`src/rtl/bmpd_pkg.sv`:
```
`default_nettype none
package bmpd_pkg;

    localparam int unsigned ByteW  = 8;
    localparam int unsigned CountW = 11;

    // type bytes that open a packet
    localparam logic [ByteW-1:0] TYPE_HCI_EVENT = 8'h04;
    localparam logic [ByteW-1:0] TYPE_CTRL_RET  = 8'h26;
    localparam logic [ByteW-1:0] TYPE_INFO_RET  = 8'h21;
    localparam logic [ByteW-1:0] TYPE_DATA_PKT  = 8'h22;
    localparam logic [ByteW-1:0] TYPE_PHY_RET   = 8'h57;
    localparam logic [ByteW-1:0] TYPE_CMD_PKT   = 8'h27;

    // phy read return body is 4n+6 bytes
    localparam logic [CountW-1:0] PHY_EXTRA_BYTES = 11'd6;
    localparam logic [CountW-1:0] CTRL_RET_BODY   = 11'd2;

    typedef enum logic [2:0] {
        ST_TYPE     = 3'd0,
        ST_EVT_CODE = 3'd1,
        ST_EVT_LEN  = 3'd2,
        ST_CMD      = 3'd3,
        ST_LEN      = 3'd4,
        ST_LEN32    = 3'd5,
        ST_BODY     = 3'd6
    } parse_step_t;

    typedef struct packed {
        logic [ByteW-1:0]  byte_out;
        logic [CountW-1:0] byte_index;
        logic              byte_kept;
        logic              packet_done;
    } result_t;

endpackage
`default_nettype wire

```
`src/rtl/bmpd_in_if.sv`:
```
`default_nettype none
interface bmpd_in_if;
    logic       valid;
    logic       ready;
    logic [7:0] rx_byte;

    modport source (output valid, output rx_byte, input ready);
    modport sink (input valid, input rx_byte, output ready);
endinterface
`default_nettype wire

```
`src/rtl/bmpd_out_if.sv`:
```
`default_nettype none
interface bmpd_out_if;
    logic        valid;
    logic        ready;
    logic [7:0]  byte_out;
    logic [10:0] byte_index;
    logic        byte_kept;
    logic        packet_done;

    modport source (output valid, output byte_out, output byte_index,
                    output byte_kept, output packet_done, input ready);
    modport sink (input valid, input byte_out, input byte_index,
                  input byte_kept, input packet_done, output ready);
endinterface
`default_nettype wire

```
`src/rtl/bmpd_parser.sv`:
```
`default_nettype none
module bmpd_parser
    import bmpd_pkg::*;
(
    input  wire logic             clk,
    input  wire logic             rst_n,
    input  wire logic             advance,
    input  wire logic [ByteW-1:0] rx_byte,
    output result_t               result
);

    parse_step_t       step_reg, step_next;
    logic [CountW-1:0] left_reg, left_next;
    logic [CountW-1:0] pos_reg, pos_next;
    logic [CountW-1:0] pos_cur;
    logic              kept;
    logic              done;

    always_ff @(posedge clk or negedge rst_n)
    begin
        if (!rst_n)
        begin
            step_reg <= ST_TYPE;
            left_reg <= '0;
            pos_reg  <= '0;
        end
        else if (advance)
        begin
            step_reg <= step_next;
            left_reg <= left_next;
            pos_reg  <= pos_next;
        end
    end

    always_comb
    begin
        step_next = step_reg;
        left_next = left_reg;
        pos_cur   = pos_reg;
        kept      = 1'b1;
        done      = 1'b0;
        unique case (step_reg) inside
            ST_EVT_CODE: step_next = ST_EVT_LEN;
            ST_CMD:      step_next = ST_LEN;
            ST_EVT_LEN, ST_LEN:
            begin
                if (rx_byte == '0)
                begin
                    done      = 1'b1;
                    step_next = ST_TYPE;
                end
                else
                begin
                    left_next = {{(CountW-ByteW){1'b0}}, rx_byte};
                    step_next = ST_BODY;
                end
            end
            ST_LEN32:
            begin
                left_next = {1'b0, rx_byte, 2'b00} + PHY_EXTRA_BYTES;
                step_next = ST_BODY;
            end
            ST_BODY:
            begin
                if (left_reg <= 11'd1)
                begin
                    left_next = '0;
                    done      = 1'b1;
                    step_next = ST_TYPE;
                end
                else
                begin
                    left_next = left_reg - 11'd1;
                end
            end
            default:
            begin
                // waiting for a type byte, unused code lands here too
                pos_cur = '0;
                unique case (rx_byte) inside
                    TYPE_HCI_EVENT: step_next = ST_EVT_CODE;
                    TYPE_CTRL_RET:
                    begin
                        left_next = CTRL_RET_BODY;
                        step_next = ST_BODY;
                    end
                    TYPE_INFO_RET, TYPE_CMD_PKT: step_next = ST_CMD;
                    TYPE_DATA_PKT:  step_next = ST_LEN;
                    TYPE_PHY_RET:   step_next = ST_LEN32;
                    default:
                    begin
                        kept      = 1'b0;
                        step_next = ST_TYPE;
                    end
                endcase
            end
        endcase

        pos_next           = kept ? pos_cur + 11'd1 : pos_cur;
        result.byte_out    = kept ? rx_byte : '0;
        result.byte_index  = kept ? pos_cur : '0;
        result.byte_kept   = kept;
        result.packet_done = done;
    end

endmodule
`default_nettype wire

```
`src/rtl/ble_module_packet_deframer_unit.sv`:
```
// packet deframer for bytes received from a radio module link
// each byte passes through the input register, then the parser into the result register
// throughput: one byte per cycle while out_ch.ready holds; parse state is a three-bit step and two 11-bit counters
// the result register frees itself in the same cycle it is taken, so no bubbles appear
// reset: asynchronous active low; parser waits for a type byte, both registers empty
`default_nettype none
module ble_module_packet_deframer_unit
    import bmpd_pkg::*;
(
    input wire logic   clk,
    input wire logic   rst_n,
    bmpd_in_if.sink    in_ch,
    bmpd_out_if.source out_ch
);

    // input register
    logic             s1_valid_reg;
    logic [ByteW-1:0] s1_byte_reg;

    // result register
    logic             out_valid_reg;
    result_t          out_data_reg;

    result_t          parsed;
    logic             out_free;
    logic             s1_advance;
    logic             in_take;

    // result register can load when empty or being taken this cycle
    assign out_free   = !out_valid_reg || out_ch.ready;
    // parser state moves only when its byte goes into the result register
    assign s1_advance = s1_valid_reg && out_free;
    assign in_ch.ready = !s1_valid_reg || out_free;
    assign in_take    = in_ch.valid && in_ch.ready;

    always_ff @(posedge clk or negedge rst_n)
    begin
        if (!rst_n)
        begin
            s1_valid_reg  <= 1'b0;
            out_valid_reg <= 1'b0;
        end
        else
        begin
            if (in_ch.ready)
            begin
                s1_valid_reg <= in_ch.valid;
            end
            if (out_free)
            begin
                out_valid_reg <= s1_valid_reg;
            end
        end
    end

    // payload registers, no reset
    always_ff @(posedge clk)
    begin
        if (in_take)
        begin
            s1_byte_reg <= in_ch.rx_byte;
        end
        if (s1_advance)
        begin
            out_data_reg <= parsed;
        end
    end

    // state machine and counters for one byte
    bmpd_parser u_parser (
        .clk     (clk),
        .rst_n   (rst_n),
        .advance (s1_advance),
        .rx_byte (s1_byte_reg),
        .result  (parsed)
    );

    assign out_ch.valid       = out_valid_reg;
    assign out_ch.byte_out    = out_data_reg.byte_out;
    assign out_ch.byte_index  = out_data_reg.byte_index;
    assign out_ch.byte_kept   = out_data_reg.byte_kept;
    assign out_ch.packet_done = out_data_reg.packet_done;

    // a dropped byte carries zero payload and never ends a packet
    a_drop_clean: assert property (@(posedge clk) disable iff (!rst_n)
        out_valid_reg && !out_data_reg.byte_kept |->
            !out_data_reg.packet_done && out_data_reg.byte_index == '0
            && out_data_reg.byte_out == '0)
        else $error("dropped byte with nonzero payload or done flag");

    // a type byte never completes a packet
    a_type_not_done: assert property (@(posedge clk) disable iff (!rst_n)
        out_valid_reg && out_data_reg.byte_kept && out_data_reg.byte_index == '0 |->
            !out_data_reg.packet_done)
        else $error("type byte marked as packet end");

    // input stalls only while the input register holds a byte
    a_stall_cause: assert property (@(posedge clk) disable iff (!rst_n)
        !in_ch.ready |-> s1_valid_reg && out_valid_reg)
        else $error("input stalled without a held byte");

endmodule
`default_nettype wire
```
`src/flat_wrapper.sv`:
```
// flat-port wrapper written by rule: the top's interface ports become plain ports
module ble_module_packet_deframer_unit_flat import bmpd_pkg::*;
  (clk, rst_n, in_ch_valid, in_ch_rx_byte, in_ch_ready, out_ch_valid, out_ch_byte_out, out_ch_byte_index, out_ch_byte_kept, out_ch_packet_done, out_ch_ready);
  bmpd_in_if in_ch_i ();
  bmpd_out_if out_ch_i ();
  input wire logic clk;
  input wire logic rst_n;
  input wire logic [$bits(in_ch_i.valid)-1:0] in_ch_valid;
  input wire logic [$bits(in_ch_i.rx_byte)-1:0] in_ch_rx_byte;
  output wire logic [$bits(in_ch_i.ready)-1:0] in_ch_ready;
  output wire logic [$bits(out_ch_i.valid)-1:0] out_ch_valid;
  output wire logic [$bits(out_ch_i.byte_out)-1:0] out_ch_byte_out;
  output wire logic [$bits(out_ch_i.byte_index)-1:0] out_ch_byte_index;
  output wire logic [$bits(out_ch_i.byte_kept)-1:0] out_ch_byte_kept;
  output wire logic [$bits(out_ch_i.packet_done)-1:0] out_ch_packet_done;
  input wire logic [$bits(out_ch_i.ready)-1:0] out_ch_ready;
  assign in_ch_i.valid = in_ch_valid;
  assign in_ch_i.rx_byte = in_ch_rx_byte;
  assign in_ch_ready = in_ch_i.ready;
  assign out_ch_valid = out_ch_i.valid;
  assign out_ch_byte_out = out_ch_i.byte_out;
  assign out_ch_byte_index = out_ch_i.byte_index;
  assign out_ch_byte_kept = out_ch_i.byte_kept;
  assign out_ch_packet_done = out_ch_i.packet_done;
  assign out_ch_i.ready = out_ch_ready;
  ble_module_packet_deframer_unit u_core (.clk(clk), .rst_n(rst_n), .in_ch(in_ch_i), .out_ch(out_ch_i));
endmodule
```
`config.mk`:
```
export PLATFORM = sky130hd
export DESIGN_NAME = ble_module_packet_deframer_unit_flat
export DESIGN_NICKNAME = d
export VERILOG_FILES = /design/src/rtl/bmpd_pkg.sv /design/src/rtl/bmpd_in_if.sv /design/src/rtl/bmpd_out_if.sv /design/src/rtl/bmpd_parser.sv /design/src/rtl/ble_module_packet_deframer_unit.sv /design/src/flat_wrapper.sv
export SDC_FILE = /design/constraint.sdc
export NUM_CORES = 1
export LEC_CHECK = 0
export BUFFER_PORTS_ARGS = -buffer_cell sky130_fd_sc_hd__buf_4
export CAP_MARGIN = 30
export CELL_PAD_IN_SITES_DETAIL_PLACEMENT = 2
export CELL_PAD_IN_SITES_GLOBAL_PLACEMENT = 2
export CORE_MARGIN = 5
export CORE_UTILIZATION = 41
export CTS_CLUSTER_DIAMETER = 150
export DETAILED_ROUTE_END_ITERATION = 12
export PLACE_DENSITY = 0.85
export SETUP_SLACK_MARGIN = 0.15
export SYNTH_ARGS = -nofsm -noshare
export SYNTH_HDL_FRONTEND = slang
export SYNTH_SLANG_ARGS = --single-unit
```
`constraint.sdc`:
```
create_clock -name clk -period 6.35 [get_ports clk]
set_input_delay 0.635 -clock clk [delete_from_list [all_inputs] [get_ports clk]]
set_output_delay 0.635 -clock clk [all_outputs]
set_load 0.02 [all_outputs]
```
==> results of run 1 <==
## metrics by stage
step | std cells | utilization [%] | power [W]
6_report | 435 | 46.48 | 0.001222
5_1_grt | 435 | 46.48 | 0.001309
4_1_cts | 435 | 46.48 | 0.001232
3_5_place_dp | 427 | 45.36 | 0.001034
3_3_place_gp | 427 | 45.36 | 0.001006
2_1_floorplan | 311 | - | 0.0008821
## how the worst max path moves through the flow
stage	from	to	slack, ns	depth (start not counted)
floorplan	out_ch_ready	u_core.u_parser.step_reg[1]	3.82	6
global placement	out_ch_ready	u_core.u_parser.pos_reg[9]	3.45	8
detailed placement	out_ch_ready	u_core.u_parser.pos_reg[9]	3.33	8
CTS	u_core.u_parser.step_reg[1]	u_core.u_parser.pos_reg[8]	3.55	7
global route	u_core.u_parser.step_reg[1]	u_core.u_parser.pos_reg[8]	3.35	7
finish	u_core.u_parser.step_reg[1]	u_core.u_parser.pos_reg[8]	3.58	7
## power breakdown
part | internal (W) | total (W) | switching [W]
logic | 0.000194 | 0.000473 | 0.000280
clock network | 0.0000776 | 0.000199 | 0.000121
registers | 0.000455 | 0.000550 | 0.0000946
total | 0.000726 | 0.00122 | 0.000495
## critical path, cell delays in order (launching register included)
cell and delay, ns:
dfrtp_1 0.72, nand3_1 0.57, and3_1 0.39, ha_1 0.22, and3_1 0.24, and3_1 0.21
o21ai_0 0.18, a22o_1 0.18
## logic make-up after synthesis
kind of cell	after synthesis	synth area share (%)
fa+ha+maj	7	2.772
flops	56	48.95
compound gates	81	18.77
simple gates	125	21.98
xor+xnor	8	2.218
mux	3	0.9901
buf+inv	31	4.317
## cells in the final DEF, fill, tap and decap left out, types with 2 or more instances in the layout
cell type and n:
buf_4 35, edfxtp_1 29, dfrtp_1 27, nand2_1 25
and3_1 18, nor2_1 16, o21ai_0 16, nand3_1 13
inv_1 10, a21oi_1 9, a22o_1 8, nor3_1 7
nand2b_1 7, and2_1 7, xnor2_1 7, ha_1 7
nor4_1 5, nand4_1 5, a31oi_1 5, a221o_1 5
clkbuf_8 5, or3_1 3, or4_1 3, nand3b_1 3
a41oi_1 3, o31ai_1 3, a22oi_1 3, o22ai_1 3
mux2i_1 2, nor3b_1 2, o211a_1 2, a21o_1 2
o2bb2ai_1 2, o21a_1 2, nor2b_1 2, nand4b_1 2
a211o_1 2
## per-layer routing
metal | share of wire [%] | routed length (µm)
met1 | 44 | 3967
met2 | 51 | 4616
met3 | 2.8 | 255
met4 | 1.7 | 157
met5 | 0 | 0
## cell type report
type / count / area [µm²]
clock buffer: 6 / 72.57
fill: 812 / 4071
tap: 102 / 127.6
sequential: 56 / 1546
inverter: 10 / 37.54
multi-input combinational: 224 / 1476
timing repair buffer: 35 / 262.8
clock inverter: 2 / 12.51
==> results.txt, run 1 <==
Vias in the first global route -> 2845
Most frequent cell after synthesis -> edfxtp_1
VDD IR max -> 137.6 µV
Grt ovf -> 0
Num Clock Sinks -> 56
Skew final -> 0.005015 ns
Worst R2R Setup Slack -> 3.58 ns
Met3 usage -> 3.429%
Core area -> 7607 µm²
First-pass GRT wire length -> 14880 µm
N_diodes -> 0
# rows -> 32
Initial antenna violation count -> 0
CTS tree -> yes
Seq cells post-synth -> 56
Post-Place Worst Slack -> 3.332 ns
Hold WC Path Type -> input pin to async pin
Die ar. -> 9561 µm²
Clock Path Buffers -> 2
Leading post-synthesis cells by cell area -> edfxtp_1 28%, dfrtp_1 21%, and3_1 3.6%
Most common library cells after synthesis -> 29 x edfxtp_1, 27 x dfrtp_1, 25 x nand2_1
LEAKAGE -> 1.431 nW
Layout cell share with drive strength beyond 1 -> 13.81%
Worst-Skew Late Latency -> 0.31 ns
Critical path startpoint category -> flip-flop
Post-synth top flop -> edfxtp_1
Sequential-to-total area share from yosys stat -> 48.95%
CTS Root Cell -> clkbuf_8
Fin crit share -> 43.56%
# H-tree levels -> 2
GR peak layer -> met2
Postcts setup bufs -> 0
Min cycle time layout -> 2.766 ns
Worst slew margin -> 45.51%
Final setup violation count -> 0
DR WL/cell -> 20.68 µm
Die W -> 97.78 µm
Number of synthesized flops with an enable pin -> 29
Max frequency -> 0.3615 GHz
Met2 usage -> 35.27%
Inserted Clock Buffers -> 5
Async set or reset register ratio after synthesis -> 48.21%
Final Instance Area -> 3536 µm²
Die height -> 97.78 µm
R2R cell count -> 7
Post-CTS resize count -> 0
Unrepaired setup endpoints after global routing -> false
Kind of critical path -> flip-flop to flip-flop
Leading area contributor after synthesis -> edfxtp_1
Worst hold slack -> 0.2327 ns
CP max FO -> 20
Setup WS post-layout -> 3.584 ns
Vias per inst -> 5.963
DRC -> 0
Crit path DAT -> 3.02 ns
Final HPWL DP -> 6742 µm
I/O Pins -> 35
Final WL -> 8996 µm
Setup TNS -> 0 ns
Total GRT Usage -> 19.26%
Port Buf Inserts -> 34
Pwr Density -> 345.5 nW/µm²
Vias -> 2594
Syn Inst Count -> 311
Status -> completed
Post-Syn Area -> 3159 µm²
Final Max Slew Viols -> 0
Number of DRC markers in iteration 0 -> 54
Crit end category -> flip-flop
Synth Net Count -> 330
Met1 Track Usage GR -> 23.16%
Largest net degree at the start of global routing -> 28
Maximum capacitance violations -> 0
Worst-path clk slew -> 0.10 ns
Yosys warns -> 0
Fin nets -> 351
Layout Area Growth over Synthesis -> 11.92%
CTS Hold Bufs -> 0
Antenna-violating nets left -> 0
GPL Wtd Cong -> 0.7648
Worst slew pin tran -> 0.8156 ns
Synth top area share -> 27.56%
Area after DPL -> 3451 µm²
Synth cell types -> 65
Worst r2r src -> u_core.u_parser.step_reg[1]
Syn_area_per_cell -> 10.16 µm²
Initial Utilization -> 41.53%
Reg2reg end -> u_core.u_parser.pos_reg[8]
Hold Vio Cnt, Final -> 0
Critical path data required time -> 6.61 ns
First-pass DRT Iterations -> 4
(Power assumes the default switching activity.)
==> run 2: changes to the inputs <==
CORE_UTILIZATION = 34   (was 41)
PLACE_DENSITY = 0.76   (was 0.85)
clock period = 2.22 ns   (was 6.35 ns; I/O delays follow)
==> run 2 against run 1 <==
Compared with the run above: highest routed layer unchanged; largest cell class is now multi-input gates; critical endpoint is now u_core.u_parser.step_reg[1]; critical path depth increased by 2; non-clock buffer count rose by 54; wire length increased by 23%; flip-flop and latch count did not move; first-iteration DRC count increased to 2.8 times the previous value; hold slack worse by 0.16 ns; largest power group is now combinational logic; critical path type unchanged; final area rose by 19%.
==> results.txt, run 2 (synthesis results as in run 1) <==
Unrepaired setup endpoints after global routing -> true
I/O Pins -> 35 (unchanged)
Min cycle time layout -> 2.212 ns (-0.5539 ns)
Critical path startpoint category -> flip-flop
CP delay by family, top -> flip-flops
Initial antenna violation count -> 0 (unchanged)
Hold path startpoint -> in_ch_rx_byte[6]
Fin nets -> 406 (+16%)
Worst path bufs/invs -> 3 (+3)
Initial Utilization -> 34.52% (-7.0 points)
Worst-Skew Late Latency -> 0.33 ns (+0.02 ns)
Maximum capacitance violations -> 0 (unchanged)
Port Buf Inserts -> 34 (unchanged)
Antenna-violating nets left -> 0 (unchanged)
Die W -> 106.4 µm (+8.8%)
Hold Vio Cnt, Final -> 0 (unchanged)
Skew final -> 0.01077 ns (+0.005758 ns)
Number of DRC markers in iteration 0 -> 152 (+180%)
Total GRT Usage -> 18.31% (-0.95 points)
DR WL/cell -> 22.18 µm (+7.3%)
# rows -> 35 (+9.4%)
Hold endpoint -> u_core.s1_byte_reg[6]
CP startpoint -> u_core.s1_byte_reg[1]
First-pass DRT Iterations -> 5 (+1)
Die ar. -> 11320 µm² (+18%)
DRC -> 0 (unchanged)
Inserted Clock Buffers -> 5 (unchanged)
Final setup violation count -> 0 (unchanged)
Final Max Slew Viols -> 0 (unchanged)
Final HPWL DP -> 7128 µm (+5.7%)
Core area -> 9153 µm² (+20%)
Fin crit share -> 99.65% (+56 points)
Highest-delay cell along the critical path -> edfxtp_1
Largest net degree at the start of global routing -> 28 (unchanged)
CP Cell Sequence -> buf_4 -> buf_6 -> ha_4 -> buf_6 -> or3b_4 -> o2111ai_4 -> mux2_4 -> nor3_2 -> a221o_1
Crit path DAT -> 2.43 ns (-0.59 ns)
Worst r2r src -> u_core.s1_byte_reg[1]
Hold Path Depth -> 1
CP max FO -> 5 (-75%)
GPL Wtd Cong -> 0.8240 (+7.7%)
Worst-path clk slew -> 0.11 ns (about the same)
Commonest non-fill, non-tap cell in the layout -> buf_4
Final Core Density -> 45.95% (-0.53 points)
Setup WS post-layout -> 0.007685 ns (-3.576 ns)
N_diodes -> 0 (unchanged)
Layout Area Growth over Synthesis -> 33.11%
Post-Place Worst Slack -> -0.1285 ns (-3.460 ns)
Critical Path Max Stage Delay -> 0.50 ns (-0.22 ns)
Crit end category -> flip-flop
Hold WC Path Type -> input pin to flip-flop
Worst slew margin -> 69.50% (+24 points)
R2R cell count -> 9 (+2)
First-pass GRT wire length -> 16470 µm (+11%)
CTS tree -> yes
CP most frequent cell -> buf_6
Critical path data required time -> 2.43 ns (-4.18 ns)
Pwr Density -> 959.4 nW/µm² (+180%)
Status -> completed
Vias in the first global route -> 3098 (+8.9%)
Reg2reg end -> u_core.u_parser.step_reg[1]
Num Clock Sinks -> 56 (unchanged)
Crit path depth -> 9 (+2)
Layout cell share with drive strength beyond 1 -> 33.25% (+19 points)
Max frequency -> 0.4520 GHz (+25%)
Final WL -> 11070 µm (+23%)
Grt ovf -> 0 (unchanged)
Kind of critical path -> flip-flop to flip-flop
Vias -> 2896 (+12%)
Clock Path Buffers -> 2 (unchanged)
Die height -> 106.4 µm (+8.8%)
LEAKAGE -> 1.736 nW (+21%)
Most frequent cells in the layout -> 81 x buf_4, 29 x edfxtp_1, 25 x dfrtp_1
CTS Root Cell -> clkbuf_8
VDD IR max -> 408.9 µV (+200%)
Worst slew pin tran -> 0.4533 ns (-0.3622 ns)
Vias per inst -> 5.804 (-2.7%)
Worst R2R Setup Slack -> 0.008 ns (-3.58 ns)
# H-tree levels -> 2 (unchanged)
-- run 2: metal layers --
layer	track usage [%]	vias to the layer above	routed length (µm)
li1	-	1330	-
met1	23.35	1476	4799
met2	32.08	68	5635
met3	3.339	22	335
met4	4.348	0	299
met5	0	-	0
-- run 2: layout make-up --
| class | count | area, µm² |
|---|---|---|
| fillers | 966 | 4947 |
| flip-flops and latches | 56 | 1549 |
| repair buffers | 89 | 714.4 |
| inverters | 10 | 37.54 |
| multi-input cells | 225 | 1677 |
| clock inverters | 2 | 16.27 |
| clock buffers | 6 | 72.57 |
| well taps | 111 | 138.9 |
-- run 2: where the power goes --
group / switching, W / internal, W
registers: 0.000186 / 0.00131
logic: 0.00107 / 0.000880
clock network: 0.000365 / 0.000226
total: 0.00162 / 0.00241
-- run 2: timing repair --
item,in CTS,in global routing
gates cloned,1,0
gates resized for setup,14,25
hold buffers,1,0
hold endpoints to repair,27,0
pin swaps,8,13
buffers inserted,2,12
endpoints found under the setup margin,24,26
-- run 2: worst max path at each step --
stage / to / slack, ns
finish: u_core.u_parser.step_reg[1] / 0.008
global route: u_core.u_parser.step_reg[1] / -0.07
CTS: u_core.u_parser.left_reg[2] / 0.09
floorplan: u_core.u_parser.left_reg[3] / 0.02
global placement: u_core.u_parser.left_reg[2] / -0.02
detailed placement: u_core.u_parser.left_reg[2] / -0.13
-- run 2: per-stage QoR --
step,hold WS (ns),cell area (µm²),std cells,TNS [ns],power (W)
floorplan,-0.07359,3209,311,0,0.002582
global placement,0.1832,3791,475,-0.09158,0.003214
detailed placement,0.1840,3791,475,-0.7691,0.003279
CTS,0.07140,3964,487,0,0.003921
global route,0.05011,4205,499,-0.3627,0.004305
finish,0.07269,4205,499,0,0.004035
